==> src/rtl/hpm_pkg.sv <==
// ----------------------------------------------------------------------------
// hpm_pkg
// Widths, angle constants, arctangent table and shared arithmetic helpers
// for the helix position and momentum pipeline.
// ----------------------------------------------------------------------------
`default_nettype none

package hpm_pkg;

  localparam int unsigned LEN_W    = 32;  // Q16.16 lengths and outputs
  localparam int unsigned CW       = 34;  // CORDIC x/y, Q2.30 with headroom
  localparam int unsigned ZW       = 32;  // CORDIC residual angle, Q4.28
  localparam int unsigned PW       = 34;  // rounded product width
  localparam int unsigned ANG_W    = 35;  // angle sums before reduction
  localparam int unsigned DIV_BITS = 62;  // dividend bits |L|*|sin th|
  localparam int unsigned REM_W    = 33;  // divisor 4R and remainder
  localparam int unsigned QM_W     = 31;  // quotient modulo 2pi

  localparam logic signed [ANG_W-1:0] ANG_PI      = 35'sd843314857;
  localparam logic signed [ANG_W-1:0] ANG_HALF_PI = 35'sd421657428;
  localparam logic signed [ANG_W-1:0] ANG_TWO_PI  = 35'sd1686629713;
  localparam logic signed [ANG_W-1:0] ANG_FOUR_PI = 35'sd3373259426;
  localparam logic [QM_W:0]           QM_TWO_PI   = 32'd1686629713;

  localparam logic signed [CW-1:0] CORDIC_GAIN = 34'sd652032874;
  localparam int                   ROUND_Q30   = 536870912;

  localparam logic signed [ZW-1:0] ATAN_TAB [32] = '{
    32'sd210828714, 32'sd124459457, 32'sd65760959, 32'sd33381290,
    32'sd16755422,  32'sd8385879,   32'sd4193963,  32'sd2097109,
    32'sd1048571,   32'sd524287,    32'sd262144,   32'sd131072,
    32'sd65536,     32'sd32768,     32'sd16384,    32'sd8192,
    32'sd4096,      32'sd2048,      32'sd1024,     32'sd512,
    32'sd256,       32'sd128,       32'sd64,       32'sd32,
    32'sd16,        32'sd8,         32'sd4,        32'sd2,
    32'sd1,         32'sd0,         32'sd0,        32'sd0
  };

  typedef enum logic [2:0] {
    REG_CENTER_X    = 3'd0,
    REG_CENTER_Y    = 3'd1,
    REG_CENTER_Z    = 3'd2,
    REG_RADIUS      = 3'd3,
    REG_START_ANGLE = 3'd4,
    REG_POLAR_ANGLE = 3'd5,
    REG_CHARGE_SIGN = 3'd6,
    REG_MOMENTUM    = 3'd7
  } cfg_reg_e;

  // Angle folded into [-pi/2, pi/2] with the sign flip it needs
  typedef struct packed {
    logic                 neg;
    logic signed [ZW-1:0] z;
  } fold_t;

  // Words riding along the divider chain
  typedef struct packed {
    logic                 turn_neg;
    logic signed [PW-1:0] pt;
    logic signed [PW-1:0] mz;
    logic signed [PW-1:0] pz;
  } div_side_t;

  // Words riding along the second rotation chain
  typedef struct packed {
    logic                 fold_neg;
    logic signed [PW-1:0] pt;
    logic signed [PW-1:0] mz;
    logic signed [PW-1:0] pz;
  } rot_side_t;

  // Q x Q2.30 product, rounded half up to the first operand's format
  function automatic logic signed [PW-1:0] mulq30(input logic signed [PW-1:0] a,
                                                 input logic signed [PW-1:0] b);
    logic signed [2*PW-1:0] p;
    p = a * b;
    p = p + (2*PW)'(ROUND_Q30);
    return p[PW+29:30];
  endfunction

  function automatic logic signed [LEN_W-1:0] sat32(input logic signed [PW+1:0] v);
    if (v > (PW+2)'(64'sd2147483647)) begin
      return 32'sh7FFF_FFFF;
    end else if (v < -(PW+2)'(64'sd2147483648)) begin
      return 32'sh8000_0000;
    end
    return v[LEN_W-1:0];
  endfunction

  // Fold an angle in (-pi, pi] into the CORDIC range
  function automatic fold_t fold_angle(input logic signed [ANG_W-1:0] r);
    fold_t                   f;
    logic signed [ANG_W-1:0] t;
    f.neg = 1'b0;
    t     = r;
    if (r > ANG_HALF_PI) begin
      t     = r - ANG_PI;
      f.neg = 1'b1;
    end else if (r < -ANG_HALF_PI) begin
      t     = r + ANG_PI;
      f.neg = 1'b1;
    end
    f.z = t[ZW-1:0];
    return f;
  endfunction

endpackage

`default_nettype wire

==> src/rtl/hpm_cordic_cell.sv <==
// ----------------------------------------------------------------------------
// hpm_cordic_cell
// One rotation-mode CORDIC micro-rotation, registered, with a side word
// carried along unchanged.
// ----------------------------------------------------------------------------
`default_nettype none

module hpm_cordic_cell import hpm_pkg::*; #(
  parameter int unsigned SHIFT  = 0,
  parameter int unsigned SIDE_W = 1
) (
  input  wire logic                 clk_i,
  input  wire logic                 rst_ni,
  input  wire logic                 en_i,
  input  wire logic                 valid_i,
  input  wire logic signed [CW-1:0] x_i,
  input  wire logic signed [CW-1:0] y_i,
  input  wire logic signed [ZW-1:0] z_i,
  input  wire logic [SIDE_W-1:0]    side_i,
  output logic                      valid_o,
  output logic signed [CW-1:0]      x_o,
  output logic signed [CW-1:0]      y_o,
  output logic signed [ZW-1:0]      z_o,
  output logic [SIDE_W-1:0]         side_o
);

  localparam logic signed [ZW-1:0] ATAN = ATAN_TAB[SHIFT];

  logic signed [CW-1:0] x_sh, y_sh, x_d, y_d;
  logic signed [ZW-1:0] z_d;

  // Rotate toward zero residual angle
  always_comb begin
    x_sh = x_i >>> SHIFT;
    y_sh = y_i >>> SHIFT;
    if (!z_i[ZW-1]) begin
      x_d = x_i - y_sh;
      y_d = y_i + x_sh;
      z_d = z_i - ATAN;
    end else begin
      x_d = x_i + y_sh;
      y_d = y_i - x_sh;
      z_d = z_i + ATAN;
    end
  end

  always_ff @(posedge clk_i or negedge rst_ni) begin
    if (!rst_ni) begin
      valid_o <= 1'b0;
    end else if (en_i) begin
      valid_o <= valid_i;
    end
  end

  always_ff @(posedge clk_i) begin
    if (en_i) begin
      x_o    <= x_d;
      y_o    <= y_d;
      z_o    <= z_d;
      side_o <= side_i;
    end
  end

endmodule

`default_nettype wire

==> config.mk <==
export PLATFORM = sky130hd
export DESIGN_NAME = hpm_cordic_cell
export DESIGN_NICKNAME = d
export VERILOG_FILES = /design/src/rtl/hpm_pkg.sv /design/src/rtl/hpm_cordic_cell.sv
export SDC_FILE = /design/constraint.sdc
export NUM_CORES = 1
export LEC_CHECK = 0
export ABC_AREA = 1
export BUFFER_PORTS_ARGS = -buffer_cell sky130_fd_sc_hd__buf_2
export CORE_ASPECT_RATIO = 1.2
export CORE_MARGIN = 5
export CORE_UTILIZATION = 50
export CTS_BUF_LIST = sky130_fd_sc_hd__clkbuf_4 sky130_fd_sc_hd__clkbuf_8
export DETAILED_ROUTE_END_ITERATION = 12
export PLACE_DENSITY = 0.68
export SKIP_LAST_GASP = 1
export SLEW_MARGIN = 40
export SYNTH_ARGS = -nofsm -noshare
export SYNTH_HDL_FRONTEND = slang
export SYNTH_SLANG_ARGS = --single-unit
==> constraint.sdc <==
create_clock -name clk_i -period 1.46 [get_ports clk_i]
set_input_delay 0.292 -clock clk_i [delete_from_list [all_inputs] [get_ports clk_i]]
set_output_delay 0.292 -clock clk_i [all_outputs]
set_load 0.05 [all_outputs]
==> impl_metrics.csv, run 1 <==
group,metric,value,unit
status,status,"stopped before the end",
global_routing,grt_overflow,183,
yosys,syn_area_per_cell,6.51,µm²
die,die_w,152,µm
die,die-height,180,µm
yosys,synthTopCellsByArea,"edfxtp_1 25%, nand2_1 17%, ha_1 13%",
yosys,ys_warn_count,0,
status,lastStage,"global routing",
global_routing,grt_max_degree,60,
yosys,synth_fp_nets,2093,
yosys,synth_cell_types,42,
place,finalWeightedCongestion,1.00,
die,start_util,0.505,
yosys,yosysSeqAreaShare,0.251,
clocking,cts_max_path_buffers,2,
clocking,cts_sinks,101,
yosys,synth_largest_area_cell,"edfxtp_1",
yosys,synth-seq-cells,101,
clocking,ctsRootBufferMaster,"clkbuf_8",
timing,crit_endpoint,"y_o[19]$_DFFE_PP_/D",
die,rows,62,
place,port_buffers,206,
timing,worst-ep-kind,"sequential cell input",
yosys,synth_cells,1855,
die,io_pins,207,
place,dpl.hpwl,40500,µm
global_routing,grt_util_all_layers,0.756,
yosys,ys_async_sr_fraction,0.00990,
yosys,yosysTopAreaCellShare,0.249,
yosys,synth_edf_count,100,
yosys,synth_ff_type,"edfxtp_1",
yosys,synth_area,12100,µm²
clocking,cts_made_buffers,9,
status,firstError,"[ERROR GRT-0232] Routing congestion too high. Check the congestion heatmap in the GUI.",
clocking,h-tree-depth,3,
-- Yosys cell counts (5+ instances only) --
cell type  number
or2_2           5
nand4_1        17
clkbuf_1        8
nand3b_1        5
o21ai_0       102
nand2_1       545
nor3_1         22
nor4_1          7
o211ai_1        5
a21oi_1       153
o21ai_1         5
xor2_1         44
edfxtp_1      100
nand3_1       177
buf_4          18
nor2_1        149
buf_2          13
o21a_1         11
o21bai_1       17
inv_1         275
a21o_1          8
o22ai_1         7
ha_1          129
-- what timing repair did --
item / 4_1_cts
buffers inserted: 60
pin swaps: 150
setup endpoints to repair: 87
gates resized for setup: 430
hold endpoints to repair: 1
gates cloned: 2
hold buffers: 1
-- per-stage QoR --
stage | cell area [µm²] | utilization | instances | setup slack, ps
detailed placement | 17500 | 0.732 | 2696 | -911
floorplan | 13700 | - | 1855 | -530
global placement | 17500 | 0.732 | 2696 | -858
CTS | 19900 | 0.834 | 2773 | -312
-- per-layer routing --
metal  track usage  overflow
met2         0.919       115
met4         0.775        66
met1         0.747         2
met5         0.326         0
met3         0.596         0
-- kinds of logic after synthesis --
group	Yosys count	synth area share
AOI/OAI and AO/OA	312	0.139
xor gates and xnor gates	48	0.0348
adders and majority gates	133	0.140
buffers and inverters	323	0.110
DFF	101	0.251
muxes	2	0.00176
and+or+nand+nor	936	0.323
==> run 2, diff against run 1 <==
--- a/config.mk
+++ b/config.mk
@@ -7,12 +7,10 @@
 export LEC_CHECK = 0
 export ABC_AREA = 1
 export BUFFER_PORTS_ARGS = -buffer_cell sky130_fd_sc_hd__buf_2
-export CORE_ASPECT_RATIO = 1.2
 export CORE_MARGIN = 5
-export CORE_UTILIZATION = 50
-export CTS_BUF_LIST = sky130_fd_sc_hd__clkbuf_4 sky130_fd_sc_hd__clkbuf_8
+export CORE_UTILIZATION = 35
 export DETAILED_ROUTE_END_ITERATION = 12
-export PLACE_DENSITY = 0.68
+export PLACE_DENSITY_LB_ADDON = 0.15
 export SKIP_LAST_GASP = 1
 export SLEW_MARGIN = 40
 export SYNTH_ARGS = -nofsm -noshare
==> impl_metrics.csv, run 2 <==
group,metric,value,unit
yosys,synth_edf_count,100,
global_routing,grt_pass1_wl,79900,µm
final_layout,final_cell_mix,"390 x buf_4, 336 x nand2_1, 187 x inv_1",
timing,setup_slack,-375,ps
final_layout,nets,2744,
yosys,yosysMostFrequentCell,"nand2_1",
timing,slew_headroom,0.544,
worst_setup_path,arrival,1950,ps
detailed_routing,dr_wl_met3,2980,µm
power,p_leak,10.5,nW
global_routing,antenna_found_initial,0,
timing,tightest_slew,685,ps
final_layout,utilization,0.652,
final_layout,largest_register,"x_o",
final_layout,syn2layout_area_growth,85.2,%
detailed_routing,dr.pass1.iters,5,
yosys,synth_fp_nets,2093,
final_layout,layout_commonest_cell,"buf_4",
detailed_routing,drt-initial-drc-count,933,
global_routing,grt_util_all_layers,0.261,
place,dpl.hpwl,40800,µm
power,power.total,17.2,mW
detailed_routing,wl_per_cell,18.1,µm
clocking,cts_sinks,101,
global_routing,grt_pass1_vias,15100,
timing,final_hold_viol_count,0,
place,placed_area,17800,µm²
final_layout,largest_reg_flops,34,
timing,period_minus_slack,1830,ps
status,status,"finished with violations",
timing,rsz0062_at_grt,"true",
die,io_pins,207,
yosys,ys_async_sr_fraction,0.00990,
worst_hold_path,hp-class,"in2reg",
worst_setup_path,critical_path_required,1570,ps
detailed_routing,ant_nets,0,
detailed_routing,vias_per_cell,5.10,
final_layout,final_cells,2966,
clocking,h-tree-depth,3,
die,start_util,0.352,
worst_setup_path,critPathKind,"in2reg",
detailed_routing,wl_met2,25900,µm
final_layout,fin_area,22300,µm²
place,finalWeightedCongestion,0.941,
die,dieArea,38300,µm²
detailed_routing,wl,53600,µm
yosys,synth_cells,1855,
timing,timing.final.crit_share,1.26,
clocking,ctsRootBufferMaster,"clkbuf_16",
final_layout,regArea,3030,µm²
final_layout,fill_cells,2787,
flow_run,max_cap_viol_count,0,
yosys,yosysTopAreaCellShare,0.249,
yosys,synth_area,12100,µm²
detailed_routing,m1WireLength,23000,µm
detailed_routing,vias,15100,
worst_setup_path,crit_path_end_kind,"register",
timing,drv_slew,0,
die,rows,68,
yosys,synth-seq-cells,101,
global_routing,grt_overflow,0,
die,core_area,34300,µm²
worst_setup_path,worstPathMaxFanout,7,
clocking,cts_made_buffers,9,
yosys,synthTopCellsByArea,"edfxtp_1 25%, nand2_1 17%, ha_1 13%",
timing,fmax,545,MHz
timing,setup_viol,85,
final_layout,multi_input_area,11800,µm²
worst_setup_path,critPathLaunchType,"primary input",
place,pre_cts_slack,-935,ps
status,violations,"setup timing",
timing,finalClockSkew,0,ps
clocking,cts_max_path_buffers,2,
die,die-height,196,µm
power,p_per_area,768,nW/µm²
final_layout,antennaDiodeCount,0,
clocking,clkTransAtPathRegs,70,ps
place,dp_cells,2847,
yosys,synth_cell_types,42,
place,port_buffers,206,
detailed_routing,dr.max_layer_used,"met4",
clocking,clk_latency,380,ps
final_layout,reg_top3,"x_o (34), y_o (33), z_o (32)",
yosys,synth_largest_area_cell,"edfxtp_1",
yosys,synth_ff_type,"edfxtp_1",
yosys,synthTopCellsByCount,"545 x nand2_1, 275 x inv_1, 177 x nand3_1, 153 x a21oi_1, 149 x nor2_1",
yosys,ys_warn_count,0,
yosys,syn_area_per_cell,6.51,µm²
final_layout,drive_gt1_frac,0.565,
global_routing,grt_max_degree,73,
die,die_w,196,µm
power,peakVddDrop,0.000844,V
yosys,yosysSeqAreaShare,0.251,
clocking,cts_tree,"yes",
detailed_routing,drc_errors,0,
[run 2: final timing paths]
kind	slack, ps	to	depth (start not counted)	startpoint
worst min-delay path	90	side_o$_DFFE_PP_	1	side_i
max in group asynchronous	1170	valid_o$_DFFE_PN0P_	2	rst_ni
worst max-delay path	-370	y_o[13]$_DFFE_PP_	13	x_i[12]
min in group asynchronous	210	valid_o$_DFFE_PN0P_	2	rst_ni
worst min register to register	510	valid_o$_DFFE_PN0P_	1	valid_o$_DFFE_PN0P_
worst max register to register	720	valid_o$_DFFE_PN0P_	1	valid_o$_DFFE_PN0P_
[run 2: stage by stage]
stage | setup TNS, ps | hold slack, ps
2_1_floorplan | -26270 | -3.59
3_3_place_gp | -67450 | 67.1
3_5_place_dp | -68540 | 68.2
4_1_cts | -14100 | 75.4
5_1_grt | -24480 | 74.8
6_report | -19270 | 85.5
[run 2: cells by family after synthesis]
kind of cell,after synthesis,share of synthesized area
adder cells (fa/ha/maj),133,0.140
AND/OR/NAND/NOR,936,0.323
buffers and inverters,323,0.110
XOR/XNOR,48,0.0348
AO/OA/AOI/OAI,312,0.139
multiplexers,2,0.00176
flip-flops,101,0.251
[run 2: layout make-up]
cell class	count	area share
Tap cell	455	0.0255
Clock inverter	6	0.00314
Timing Repair Buffer	685	0.243
Sequential cell	101	0.136
Inverter	277	0.0557
Multi-Input combinational cell	1431	0.526
Clock buffer	10	0.0102
Timing Repair inverter	1	0.000728
[run 2: report_power, final]
part	switching [mW]	internal, mW	total, mW
combinational	6.39	4.23	10.6
clock	1.31	1.35	2.66
sequential	0.128	3.75	3.88
total	7.84	9.33	17.2
[run 2: repair_timing]
| action | CTS | global route |
|---|---|---|
| endpoints found under the hold margin | 1 | 0 |
| endpoints found under the setup margin | 90 | 87 |
| pin swaps | 245 | 174 |
| buffers inserted | 61 | 51 |
| hold buffers | 1 | 0 |
| gates resized for setup | 577 | 256 |
| cloned | 2 | 0 |
[run 2: worst max-delay path, stage by stage]
cell and delay [ps]:
buf_8 80, inv_4 30, ha_4 320, buf_6 140, nand2_8 50, buf_6 110
nor2_4 160, buf_6 140, nand2_4 60, o21ai_4 210, buf_6 130, xor2_2 140
o21ai_2 80
[run 2: per-layer routing]
metal	GRT usage	vias to the layer above
met2	0.447	483
met1	0.346	7184
met3	0.0330	97
met4	0.0791	0
met5	0	-
li1	-	7376
Power figures use the tool's default switching activity.
