File: config.mk
export PLATFORM = sky130hd
export DESIGN_NAME = hpm_div_cell
export DESIGN_NICKNAME = d
export VERILOG_FILES = /design/src/rtl/hpm_pkg.sv /design/src/rtl/hpm_div_cell.sv
export SDC_FILE = /design/constraint.sdc
export NUM_CORES = 1
export LEC_CHECK = 0
export BUFFER_PORTS_ARGS = -buffer_cell sky130_fd_sc_hd__buf_2
export CORE_MARGIN = 2
export CORE_UTILIZATION = 50
export CTS_BUF_LIST = sky130_fd_sc_hd__clkbuf_4
export CTS_CLUSTER_SIZE = 20
export DETAILED_ROUTE_END_ITERATION = 8
export PLACE_DENSITY_LB_ADDON = 0.2
export REMOVE_ABC_BUFFERS = 1
export SLEW_MARGIN = 30
export SYNTH_ARGS = -nofsm -noshare
export SYNTH_HDL_FRONTEND = slang
export SYNTH_SLANG_ARGS = --single-unit
File: constraint.sdc
create_clock -name clk_i -period 0.8 [get_ports clk_i]
set_input_delay 0.04 -clock clk_i [delete_from_list [all_inputs] [get_ports clk_i]]
set_output_delay 0.04 -clock clk_i [all_outputs]
set_load 0.05 [all_outputs]
File: src/rtl/hpm_pkg.sv
// ----------------------------------------------------------------------------
// hpm_pkg
// Widths, angle constants, arctangent table and shared arithmetic helpers
// for the helix position and momentum pipeline.
// ----------------------------------------------------------------------------
`default_nettype none

package hpm_pkg;

  localparam int unsigned LEN_W    = 32;  // Q16.16 lengths and outputs
  localparam int unsigned CW       = 34;  // CORDIC x/y, Q2.30 with headroom
  localparam int unsigned ZW       = 32;  // CORDIC residual angle, Q4.28
  localparam int unsigned PW       = 34;  // rounded product width
  localparam int unsigned ANG_W    = 35;  // angle sums before reduction
  localparam int unsigned DIV_BITS = 62;  // dividend bits |L|*|sin th|
  localparam int unsigned REM_W    = 33;  // divisor 4R and remainder
  localparam int unsigned QM_W     = 31;  // quotient modulo 2pi

  localparam logic signed [ANG_W-1:0] ANG_PI      = 35'sd843314857;
  localparam logic signed [ANG_W-1:0] ANG_HALF_PI = 35'sd421657428;
  localparam logic signed [ANG_W-1:0] ANG_TWO_PI  = 35'sd1686629713;
  localparam logic signed [ANG_W-1:0] ANG_FOUR_PI = 35'sd3373259426;
  localparam logic [QM_W:0]           QM_TWO_PI   = 32'd1686629713;

  localparam logic signed [CW-1:0] CORDIC_GAIN = 34'sd652032874;
  localparam int                   ROUND_Q30   = 536870912;

  localparam logic signed [ZW-1:0] ATAN_TAB [32] = '{
    32'sd210828714, 32'sd124459457, 32'sd65760959, 32'sd33381290,
    32'sd16755422,  32'sd8385879,   32'sd4193963,  32'sd2097109,
    32'sd1048571,   32'sd524287,    32'sd262144,   32'sd131072,
    32'sd65536,     32'sd32768,     32'sd16384,    32'sd8192,
    32'sd4096,      32'sd2048,      32'sd1024,     32'sd512,
    32'sd256,       32'sd128,       32'sd64,       32'sd32,
    32'sd16,        32'sd8,         32'sd4,        32'sd2,
    32'sd1,         32'sd0,         32'sd0,        32'sd0
  };

  typedef enum logic [2:0] {
    REG_CENTER_X    = 3'd0,
    REG_CENTER_Y    = 3'd1,
    REG_CENTER_Z    = 3'd2,
    REG_RADIUS      = 3'd3,
    REG_START_ANGLE = 3'd4,
    REG_POLAR_ANGLE = 3'd5,
    REG_CHARGE_SIGN = 3'd6,
    REG_MOMENTUM    = 3'd7
  } cfg_reg_e;

  // Angle folded into [-pi/2, pi/2] with the sign flip it needs
  typedef struct packed {
    logic                 neg;
    logic signed [ZW-1:0] z;
  } fold_t;

  // Words riding along the divider chain
  typedef struct packed {
    logic                 turn_neg;
    logic signed [PW-1:0] pt;
    logic signed [PW-1:0] mz;
    logic signed [PW-1:0] pz;
  } div_side_t;

  // Words riding along the second rotation chain
  typedef struct packed {
    logic                 fold_neg;
    logic signed [PW-1:0] pt;
    logic signed [PW-1:0] mz;
    logic signed [PW-1:0] pz;
  } rot_side_t;

  // Q x Q2.30 product, rounded half up to the first operand's format
  function automatic logic signed [PW-1:0] mulq30(input logic signed [PW-1:0] a,
                                                 input logic signed [PW-1:0] b);
    logic signed [2*PW-1:0] p;
    p = a * b;
    p = p + (2*PW)'(ROUND_Q30);
    return p[PW+29:30];
  endfunction

  function automatic logic signed [LEN_W-1:0] sat32(input logic signed [PW+1:0] v);
    if (v > (PW+2)'(64'sd2147483647)) begin
      return 32'sh7FFF_FFFF;
    end else if (v < -(PW+2)'(64'sd2147483648)) begin
      return 32'sh8000_0000;
    end
    return v[LEN_W-1:0];
  endfunction

  // Fold an angle in (-pi, pi] into the CORDIC range
  function automatic fold_t fold_angle(input logic signed [ANG_W-1:0] r);
    fold_t                   f;
    logic signed [ANG_W-1:0] t;
    f.neg = 1'b0;
    t     = r;
    if (r > ANG_HALF_PI) begin
      t     = r - ANG_PI;
      f.neg = 1'b1;
    end else if (r < -ANG_HALF_PI) begin
      t     = r + ANG_PI;
      f.neg = 1'b1;
    end
    f.z = t[ZW-1:0];
    return f;
  endfunction

endpackage

`default_nettype wire

File: src/rtl/hpm_div_cell.sv
// ----------------------------------------------------------------------------
// hpm_div_cell
// One restoring division step. The quotient bit is folded at once into a
// running quotient modulo 2pi, so the full quotient is never kept.
// ----------------------------------------------------------------------------
`default_nettype none

module hpm_div_cell import hpm_pkg::*; #(
  parameter int unsigned SIDE_W = 1
) (
  input  wire logic                clk_i,
  input  wire logic                rst_ni,
  input  wire logic                en_i,
  input  wire logic                valid_i,
  input  wire logic [REM_W-1:0]    divisor_i,
  input  wire logic [REM_W-1:0]    rem_i,
  input  wire logic [DIV_BITS-1:0] num_i,
  input  wire logic [QM_W-1:0]     qm_i,
  input  wire logic [SIDE_W-1:0]   side_i,
  output logic                     valid_o,
  output logic [REM_W-1:0]         rem_o,
  output logic [DIV_BITS-1:0]      num_o,
  output logic [QM_W-1:0]          qm_o,
  output logic [SIDE_W-1:0]        side_o
);

  logic [REM_W:0]   trial, diff;
  logic             qbit;
  logic [REM_W-1:0] rem_d;
  logic [QM_W:0]    qm2, qm_sub;
  logic [QM_W-1:0]  qm_d;

  // Bring down the next dividend bit, subtract if it fits
  always_comb begin
    trial  = {rem_i, num_i[DIV_BITS-1]};
    diff   = trial - {1'b0, divisor_i};
    qbit   = (trial >= {1'b0, divisor_i});
    rem_d  = qbit ? diff[REM_W-1:0] : trial[REM_W-1:0];
    qm2    = {qm_i, qbit};
    qm_sub = qm2 - QM_TWO_PI;
    qm_d   = (qm2 >= QM_TWO_PI) ? qm_sub[QM_W-1:0] : qm2[QM_W-1:0];
  end

  always_ff @(posedge clk_i or negedge rst_ni) begin
    if (!rst_ni) begin
      valid_o <= 1'b0;
    end else if (en_i) begin
      valid_o <= valid_i;
    end
  end

  always_ff @(posedge clk_i) begin
    if (en_i) begin
      rem_o  <= rem_d;
      num_o  <= {num_i[DIV_BITS-2:0], 1'b0};
      qm_o   <= qm_d;
      side_o <= side_i;
    end
  end

endmodule

`default_nettype wire

==> results.yml, run 1 <==
outcome:
  outcome: "did not finish"
  failing_step: "global routing"
  stop_error: "[ERROR DPL-0038] Utilization greater than 100%, impossible to legalize"
synthesis:
  synthDistinctLibCells: 68
  synth-async-reset-ratio_pct: 0.7874
  seq_area_frac_synth_pct: 53.58
  syn_area_per_cell_um2: 11.02
  synth_common_cells: "126 x edfxtp_1, 63 x nor2_1, 50 x a21oi_1"
  synth_top_family_by_area: "compound AO/OA/AOI/OAI gates"
  synth_fa_ha_area_share_pct: 6.443
  synth-simple-area-share_pct: 13.85
  synth_seq_cells: 127
  synth_flop_cell: "edfxtp_1"
  ys_warn_count: 0
  synth_xor_area_share_pct: 6.407
  yosys.area.top_type: "edfxtp_1"
  syn_inst: 645
  muxShareOfSynthArea_pct: 0.4577
  synth_area_um2: 7108
  synth_edf_count: 126
  synthTopCellsByArea: "edfxtp_1 53%, ha_1 6.2%, a21oi_1 3.5%, xnor2_1 3.5%, nor2_1 3.3%"
  synth-compound-area-share_pct: 15.26
  synth_top_area_share_pct: 53.23
  yosysMostFrequentCell: "edfxtp_1"
clock_network:
  cts_root_buffer: "clkbuf_4"
  cts_buffers: 17
  htree_levels: 4
  cts_buffer_depth: 2
  clock-sinks: 127
timing:
  worstEpCategory: "register data pin"
  worst_endpoint: "qm_o[16]$_DFFE_PP_/D"
floorplanning:
  dieHeight_um: 123.2
  rows: 43
  io_pins: 292
  die-width_um: 123.2
  start_util_pct: 51.21
placement:
  dp_hpwl_um: 17050
  dp_slack_ps: -3563
  dp.cells: 1284
  io_buffers: 290
  gp_congestion: 0.8632
grt:
  grt_max_degree: 30
per-stage QoR:
stage / setup TNS [ps] / hold WS (ps) / cell area [um^2] / utilization (%)
after global placement: -167050 / -185.4 / 10190 / 73.42
after detailed placement: -174550 / -184.3 / 10190 / 73.42
after floorplan: -206900 / -255.6 / 7008 / -
after CTS: -168940 / -162.6 / 13010 / 93.75
cell families after synthesis:
| family | count (synthesis) |
|---|---|
| AO/OA/AOI/OAI | 163 |
| XOR/XNOR | 52 |
| adder cells (fa/ha/maj) | 36 |
| buffers and inverters | 66 |
| flip-flops | 127 |
| multiplexers | 3 |
| other | 1 |
| AND/OR/NAND/NOR | 197 |
timing repair:
action / 4_1_cts
pin swaps: 29
endpoints found under the hold margin: 168
gates cloned: 2
endpoints found under the setup margin: 191
setup buffers: 6
hold buffers: 127
resized for setup: 327
==> run 2, diff against run 1 <==
--- a/config.mk
+++ b/config.mk
@@ -7,11 +7,9 @@
 export LEC_CHECK = 0
 export BUFFER_PORTS_ARGS = -buffer_cell sky130_fd_sc_hd__buf_2
 export CORE_MARGIN = 2
-export CORE_UTILIZATION = 50
-export CTS_BUF_LIST = sky130_fd_sc_hd__clkbuf_4
-export CTS_CLUSTER_SIZE = 20
+export CORE_UTILIZATION = 40
 export DETAILED_ROUTE_END_ITERATION = 8
-export PLACE_DENSITY_LB_ADDON = 0.2
+export PLACE_DENSITY_LB_ADDON = 0.15
 export REMOVE_ABC_BUFFERS = 1
 export SLEW_MARGIN = 30
 export SYNTH_ARGS = -nofsm -noshare
==> run 2 against run 1 <==
  * The flow now finishes, with violations (hold timing, setup timing)
  * Synthesized area did not move
  * Synthesized cell count did not move
==> results.yml, run 2 <==
outcome:
  outcome: "finished, violations left"
  violations: "hold timing, setup timing"
floorplanning:
  core_um2: 17360
  dieHeight_um: 137.3
  rows: 48
  io_pins: 292
  die-width_um: 137.3
  dieArea_um2: 18850
  start_util_pct: 40.95
timing:
  period_minus_slack_ps: 3468
  clock_skew_ps: 0
  maxClockFrequency_mhz: 288.3
  timing.hold.ws_ps: -0.08241
  finalSetupViolations: 192
  finalCritPeriodShare_pct: 433.5
  finalHoldViolCount: 1
  drv_slew: 0
  relSlewSlack_pct: 65.53
  worst_slack_ps: -2668
  tightest_slew_ps: 512.7
  rsz0062_at_grt: "yes"
worst_hold_path:
  hp-class: "in -> reg"
  min_path_cells: 3
finish:
  final_area_um2: 13160
  nNetsFinal: 1437
  drive_gt1_share_pct: 48.64
  largest_register_ff_count: 61
  multi_input_area_um2: 3428
  fillCellCount: 1114
  final_cell_mix: "197 x buf_4, 160 x buf_2, 130 x buf_6"
  ff_latch_area_um2: 3809
  final_common_cell: "buf_4"
  syn_to_final_growth_pct: 85.13
  reg_top3: "num_o x61, rem_o x33, qm_o x31"
  top_register: "num_o"
  final_cells: 1477
synthesis:
  synth_common_cells: "126 x edfxtp_1, 63 x nor2_1, 50 x a21oi_1"
  yosys.area.top_type: "edfxtp_1"
  synth_edf_count: 126
  ys_warn_count: 0
  synth-async-reset-ratio_pct: 0.7874
  synthDistinctLibCells: 68
  yosysMostFrequentCell: "edfxtp_1"
  synth_top_area_share_pct: 53.23
  synth_flop_cell: "edfxtp_1"
  synthTopCellsByArea: "edfxtp_1 53%, ha_1 6.2%, a21oi_1 3.5%, xnor2_1 3.5%, nor2_1 3.3%"
  seq_area_frac_synth_pct: 53.58
  syn_inst: 645
  synth_area_um2: 7108
  syn_area_per_cell_um2: 11.02
  synth_seq_cells: 127
clock_network:
  cts_buffers: 17
  htree_levels: 4
  cts_root_buffer: "clkbuf_16"
  cts_tree: "built"
  clock_latency_ps: 420
  clk_pin_slew_ps: 70
  clock-sinks: 127
  cts_buffer_depth: 2
pwr:
  seqPwrFrac_pct: 34.2
  pwr_density_cell_nw_per_um2: 1916
  power.leakage_nw: 5.907
  p_int_w: 0.01626
  clock_power_share_pct: 29.9
  irDropWorstVdd_v: 0.001618
  comb_power_share_pct: 35.9
  switching_share_pct: 35.49
  p_switching_w: 0.008949
  totalPowerFinal_w: 0.02521
routing:
  dr.pass1.iters: 6
  drt-initial-drc-count: 422
  ant_nets: 0
  routed_wl_um: 25770
  via_count: 7492
  wl_per_cell_um: 17.45
  routed_via_density: 5.072
  drc: 0
placement:
  dpl_cell_area_um2: 10270
  io_buffers: 290
  gp_congestion: 0.8592
  dp.cells: 1336
  dp_hpwl_um: 17310
grt:
  first_global_vias: 7558
  track_usage_pct: 26.40
  grt_overflow_total: 0
  grt_max_degree: 41
  antenna_found_initial: 2
  grt_pass1_wl_um: 37610
worst_setup_path:
  crit_path_max_fanout: 7
  crit_type: "in -> reg"
  crit_slowest_cell: "or4_4"
  path_cells: "buf_8 -> inv_4 -> ha_4 -> fa_2 -> nor2b_2 -> o31a_1 -> o31a_1 -> o21ai_2 -> a2111oi_4 -> or2_1 -> inv_2 -> ha_4 -> nor3b_4 -> or4_4 -> a2111oi_4 -> nand2b_4 -> a21oi_4 -> a21oi_2 -> and4_4 -> xor2_1"
  worstRegToRegCells: 2
  end_kind: "register"
  required_ps: 1060
  cp.arrival_ps: 3730
  max_stage_delay_ps: 440
  worstSetupStartpointType: "primary input"
run:
  drv_cap: 0
run 2: cell counts after synthesis:
No cell type changed its count.
run 2: cell families after synthesis:
| kind of cell | count (synthesis) | synth area share [%] |
|---|---|---|
| buffers and inverters | 66 | 3.943 |
| DFF | 127 | 53.58 |
| adders and majority gates | 36 | 6.443 |
| AOI/OAI and AO/OA | 163 | 15.26 |
| other | 1 | 0.05276 |
| muxes | 3 | 0.4576 |
| xor gates and xnor gates | 52 | 6.407 |
| and+or+nand+nor | 197 | 13.85 |
run 2: worst paths after layout:
kind | slack [ps] | to | start
min in group asynchronous | 490 | valid_o | rst_ni
min reg2reg | 640 | valid_o | valid_o
min | -0.08 | rem_o[26] | rem_i[25]
max | -2670 | qm_o[16] | num_i[61]
max reg2reg | -90 | valid_o | valid_o
max in group asynchronous | 190 | valid_o | rst_ni
run 2: per-layer routing:
layer	track usage [%]	part of all wire, %	routed length [um]	vias to the layer above
met4	13.29	4.5	1166	0
met5	0	0	0	-
met3	5.188	6.2	1585	85
li1	-	-	-	3583
met2	48.89	52	13440	315
met1	28.45	37	9582	3509
run 2: cell type report:
class | count | share of cell area, %
timing repair buffer | 591 | 37.08
sequential | 127 | 28.94
multi-input combinational | 452 | 26.05
clock buffer | 17 | 3.233
tap | 225 | 2.139
inverter | 48 | 1.388
clock inverter | 15 | 1.122
antenna | 2 | 0.03803
run 2: worst max-delay path: cells and delay by family:
kind	cells	cell delay [ps]
compound gates	7	1300
xor+xnor	1	170
fa+ha+maj	3	680
buf+inv	3	160
simple gates	6	1360
run 2: power by group through the flow:
stage	sequential (W)	combinational [W]	clock, W
floorplan	0.0111	0.00190	0
detailed placement	0.00853	0.00729	0
global route	0.00869	0.00954	0.00788
global placement	0.00854	0.00723	0
CTS	0.00860	0.00870	0.00763
finish	0.00863	0.00905	0.00753
run 2: metrics by stage:
step | worst slack [ps] | setup TNS (ps) | util [%]
2_1_floorplan | -4381 | -206900 | -
3_3_place_gp | -3279 | -166390 | 59.20
3_5_place_dp | -3351 | -169720 | 59.20
4_1_cts | -2633 | -158410 | 74.20
5_1_grt | -2825 | -170310 | 75.80
6_report | -2668 | -156310 | 75.81
run 2: timing repair:
| action | in CTS | in global routing |
|---|---|---|
| hold buffers | 92 | 0 |
| endpoints found under the setup margin | 191 | 192 |
| pin swaps | 22 | 19 |
| gates resized for setup | 318 | 36 |
| buffers inserted | 5 | 10 |
| hold endpoints to repair | 91 | 0 |
No activity file was read; power rests on OpenSTA's default activity.
==> run 3, diff against run 2 <==
--- a/config.mk
+++ b/config.mk
@@ -9,7 +9,7 @@
 export CORE_MARGIN = 2
 export CORE_UTILIZATION = 40
 export DETAILED_ROUTE_END_ITERATION = 8
-export PLACE_DENSITY_LB_ADDON = 0.15
+export PLACE_DENSITY = 0.68
 export REMOVE_ABC_BUFFERS = 1
 export SLEW_MARGIN = 30
 export SYNTH_ARGS = -nofsm -noshare
==> run 3 against run 2 <==
  * The run ends with setup timing left
  * Sequential power is 0.6% higher
  * Count of clock-buffer cells in the layout is 1 higher
  * Die area stayed put
  * Worst hold slack better by 20 ps
  * Sequential share of layout area is 0.44 points lower
  * Highest routed layer is now met5
==> results.yml, run 3 (same netlist as run 2, synthesis figures left out) <==
worst_setup_path:
  rr_endpoint: "valid_o"
  end_kind: "register"
  cp.arrival_ps: 3760
  cp_top_family: "simple AND/OR/NAND/NOR gates"
  crit_path_max_fanout: 4
  max_stage_delay_ps: 450
  regToRegSetupSlack_ps: 20
  worstRegToRegCells: 1
  path_cells: "buf_8 -> inv_4 -> ha_4 -> fa_2 -> nor2b_2 -> o31a_1 -> o31a_1 -> o21ai_2 -> a2111oi_4 -> or2_1 -> inv_2 -> ha_4 -> nor3b_4 -> or4_4 -> a2111oi_4 -> nand2b_4 -> a21o_4 -> nand2_4 -> nor4_4 -> xor2_1"
  crit_slowest_cell: "or4_4"
  worstReg2RegStart: "valid_o"
  crit_type: "in -> reg"
  cp_num_buf_inv: 3
  worstSetupStartpointType: "primary input"
  required_ps: 960
floorplanning:
  start_util_pct: 40.95
  core_um2: 17360
  dieArea_um2: 18850
  die-width_um: 137.3
  dieHeight_um: 137.3
  io_pins: 292
  rows: 48
outcome:
  violations: "setup timing"
  outcome: "finished, violations left"
grt:
  track_usage_pct: 28.74
  antenna_found_initial: 6
  grt_pass1_wl_um: 40780
  grt_overflow_total: 0
  grt_max_degree: 41
  first_global_vias: 7840
routing:
  ant_nets: 0
  wl_per_cell_um: 19.50
  drc: 0
  via_count: 7745
  routed_via_density: 5.247
  routed_wl_um: 28780
  drt-initial-drc-count: 498
  dr.pass1.iters: 5
finish:
  syn_to_final_growth_pct: 88.01
  multi_input_area_um2: 3561
  fin_util_pct: 77.00
  drive_gt1_share_pct: 50.08
  largest_register_ff_count: 61
  top_register: "num_o"
  final_common_cell: "buf_4"
  ff_latch_area_um2: 3809
  reg_top3: "num_o x61, rem_o x33, qm_o x31"
  final_cell_mix: "198 x buf_4, 160 x buf_2, 133 x buf_6"
  nNetsFinal: 1435
  fillCellCount: 1065
placement:
  io_buffers: 290
  gp_congestion: 0.8883
  dp_hpwl_um: 17790
timing:
  worst_slack_ps: -2798
  clock_skew_ps: 0
  maxClockFrequency_mhz: 277.9
  tightest_slew_ps: 529.1
  finalCritPeriodShare_pct: 449.8
  drv_slew: 0
  period_minus_slack_ps: 3598
  timing.hold.ws_ps: 19.74
  finalSetupViolations: 191
  relSlewSlack_pct: 64.49
  finalHoldViolCount: 0
  rsz0062_at_grt: "yes"
clock_network:
  clock-sinks: 127
  cts_buffer_depth: 2
  clock_latency_ps: 420
  cts_buffers: 17
  clk_pin_slew_ps: 60
  htree_levels: 4
  cts_tree: "built"
  cts_root_buffer: "clkbuf_16"
worst_hold_path:
  min_path_cells: 4
  min_to: "rem_o[28]"
  hold_start: "rem_i[27]"
  hp-class: "in -> reg"
pwr:
  irDropWorstVdd_v: 0.001667
  pwr_density_cell_nw_per_um2: 1965
  power.leakage_nw: 5.961
run:
  drv_cap: 0
==> run 3: cell count changes in the layout (fill, tap and decap cells not counted), sizes merged <==
cell         delta
clkbuf          +2
bufinv          +3
dlygate4sd3     -8
clkinvlp        -2
buf             +5
diode           +1
inv             -2
==> run 3: layout make-up <==
class / instances / share of cell area [%]
Clock inverter: 14 / 1.348
Sequential cell: 127 / 28.50
Tap cell: 225 / 2.107
Multi-Input combinational cell: 452 / 26.65
Timing Repair Buffer: 589 / 36.77
Clock buffer: 18 / 3.211
Antenna cell: 3 / 0.05617
Inverter: 48 / 1.367
==> run 3: worst max path at each step <==
| stage | cells after the start | startpoint | end |
|---|---|---|---|
| CTS | 19 | num_i[61] | qm_o[30] |
| finish | 20 | num_i[61] | qm_o[22] |
| global route | 20 | num_i[61] | qm_o[22] |
| floorplan | 19 | num_i[61] | qm_o[22] |
| global placement | 20 | num_i[61] | qm_o[17] |
| detailed placement | 20 | num_i[61] | qm_o[17] |
==> run 3: per-stage QoR <==
step | setup WS, ps | std cells | cell area [um^2] | total power (W) | TNS, ps
after global placement | -3298 | 1338 | 10310 | 0.01577 | -165880
after CTS | -2639 | 1460 | 12880 | 0.02559 | -154490
final | -2798 | 1476 | 13360 | 0.02626 | -155220
after detailed placement | -3393 | 1338 | 10310 | 0.01587 | -168910
after global routing | -2947 | 1475 | 13360 | 0.02719 | -167070
after floorplan | -4381 | 627 | 7008 | 0.01299 | -206900
==> run 3: tightest hold or removal path: cells and delay by family <==
family,cells,cell delay (ps)
and+or+nand+nor,1,40
AOI/OAI and AO/OA,1,70
buffers and inverters,2,180
==> run 3: metal layers <==
layer	track usage, %	vias to the layer above	part of all wire (%)
li1	-	3573	-
met1	29.98	3663	36
met2	53.37	400	51
met3	6.806	105	7.3
met4	14.72	4	5.2
met5	0	-	0.094
==> run 3: power breakdown <==
part	switching (W)	leakage (nW)	internal, W
Sequential	0.000439	1.25	0.00824
Combinational	0.00537	4.42	0.00399
Clock	0.00325	0.298	0.00497
==> run 3: repair_timing <==
item	4_1_cts	5_1_grt
hold buffers	84	0
cloned	1	1
hold endpoints to repair	83	0
pin swaps	10	34
setup endpoints to repair	191	191
setup buffers	5	13
gates resized for setup	310	77
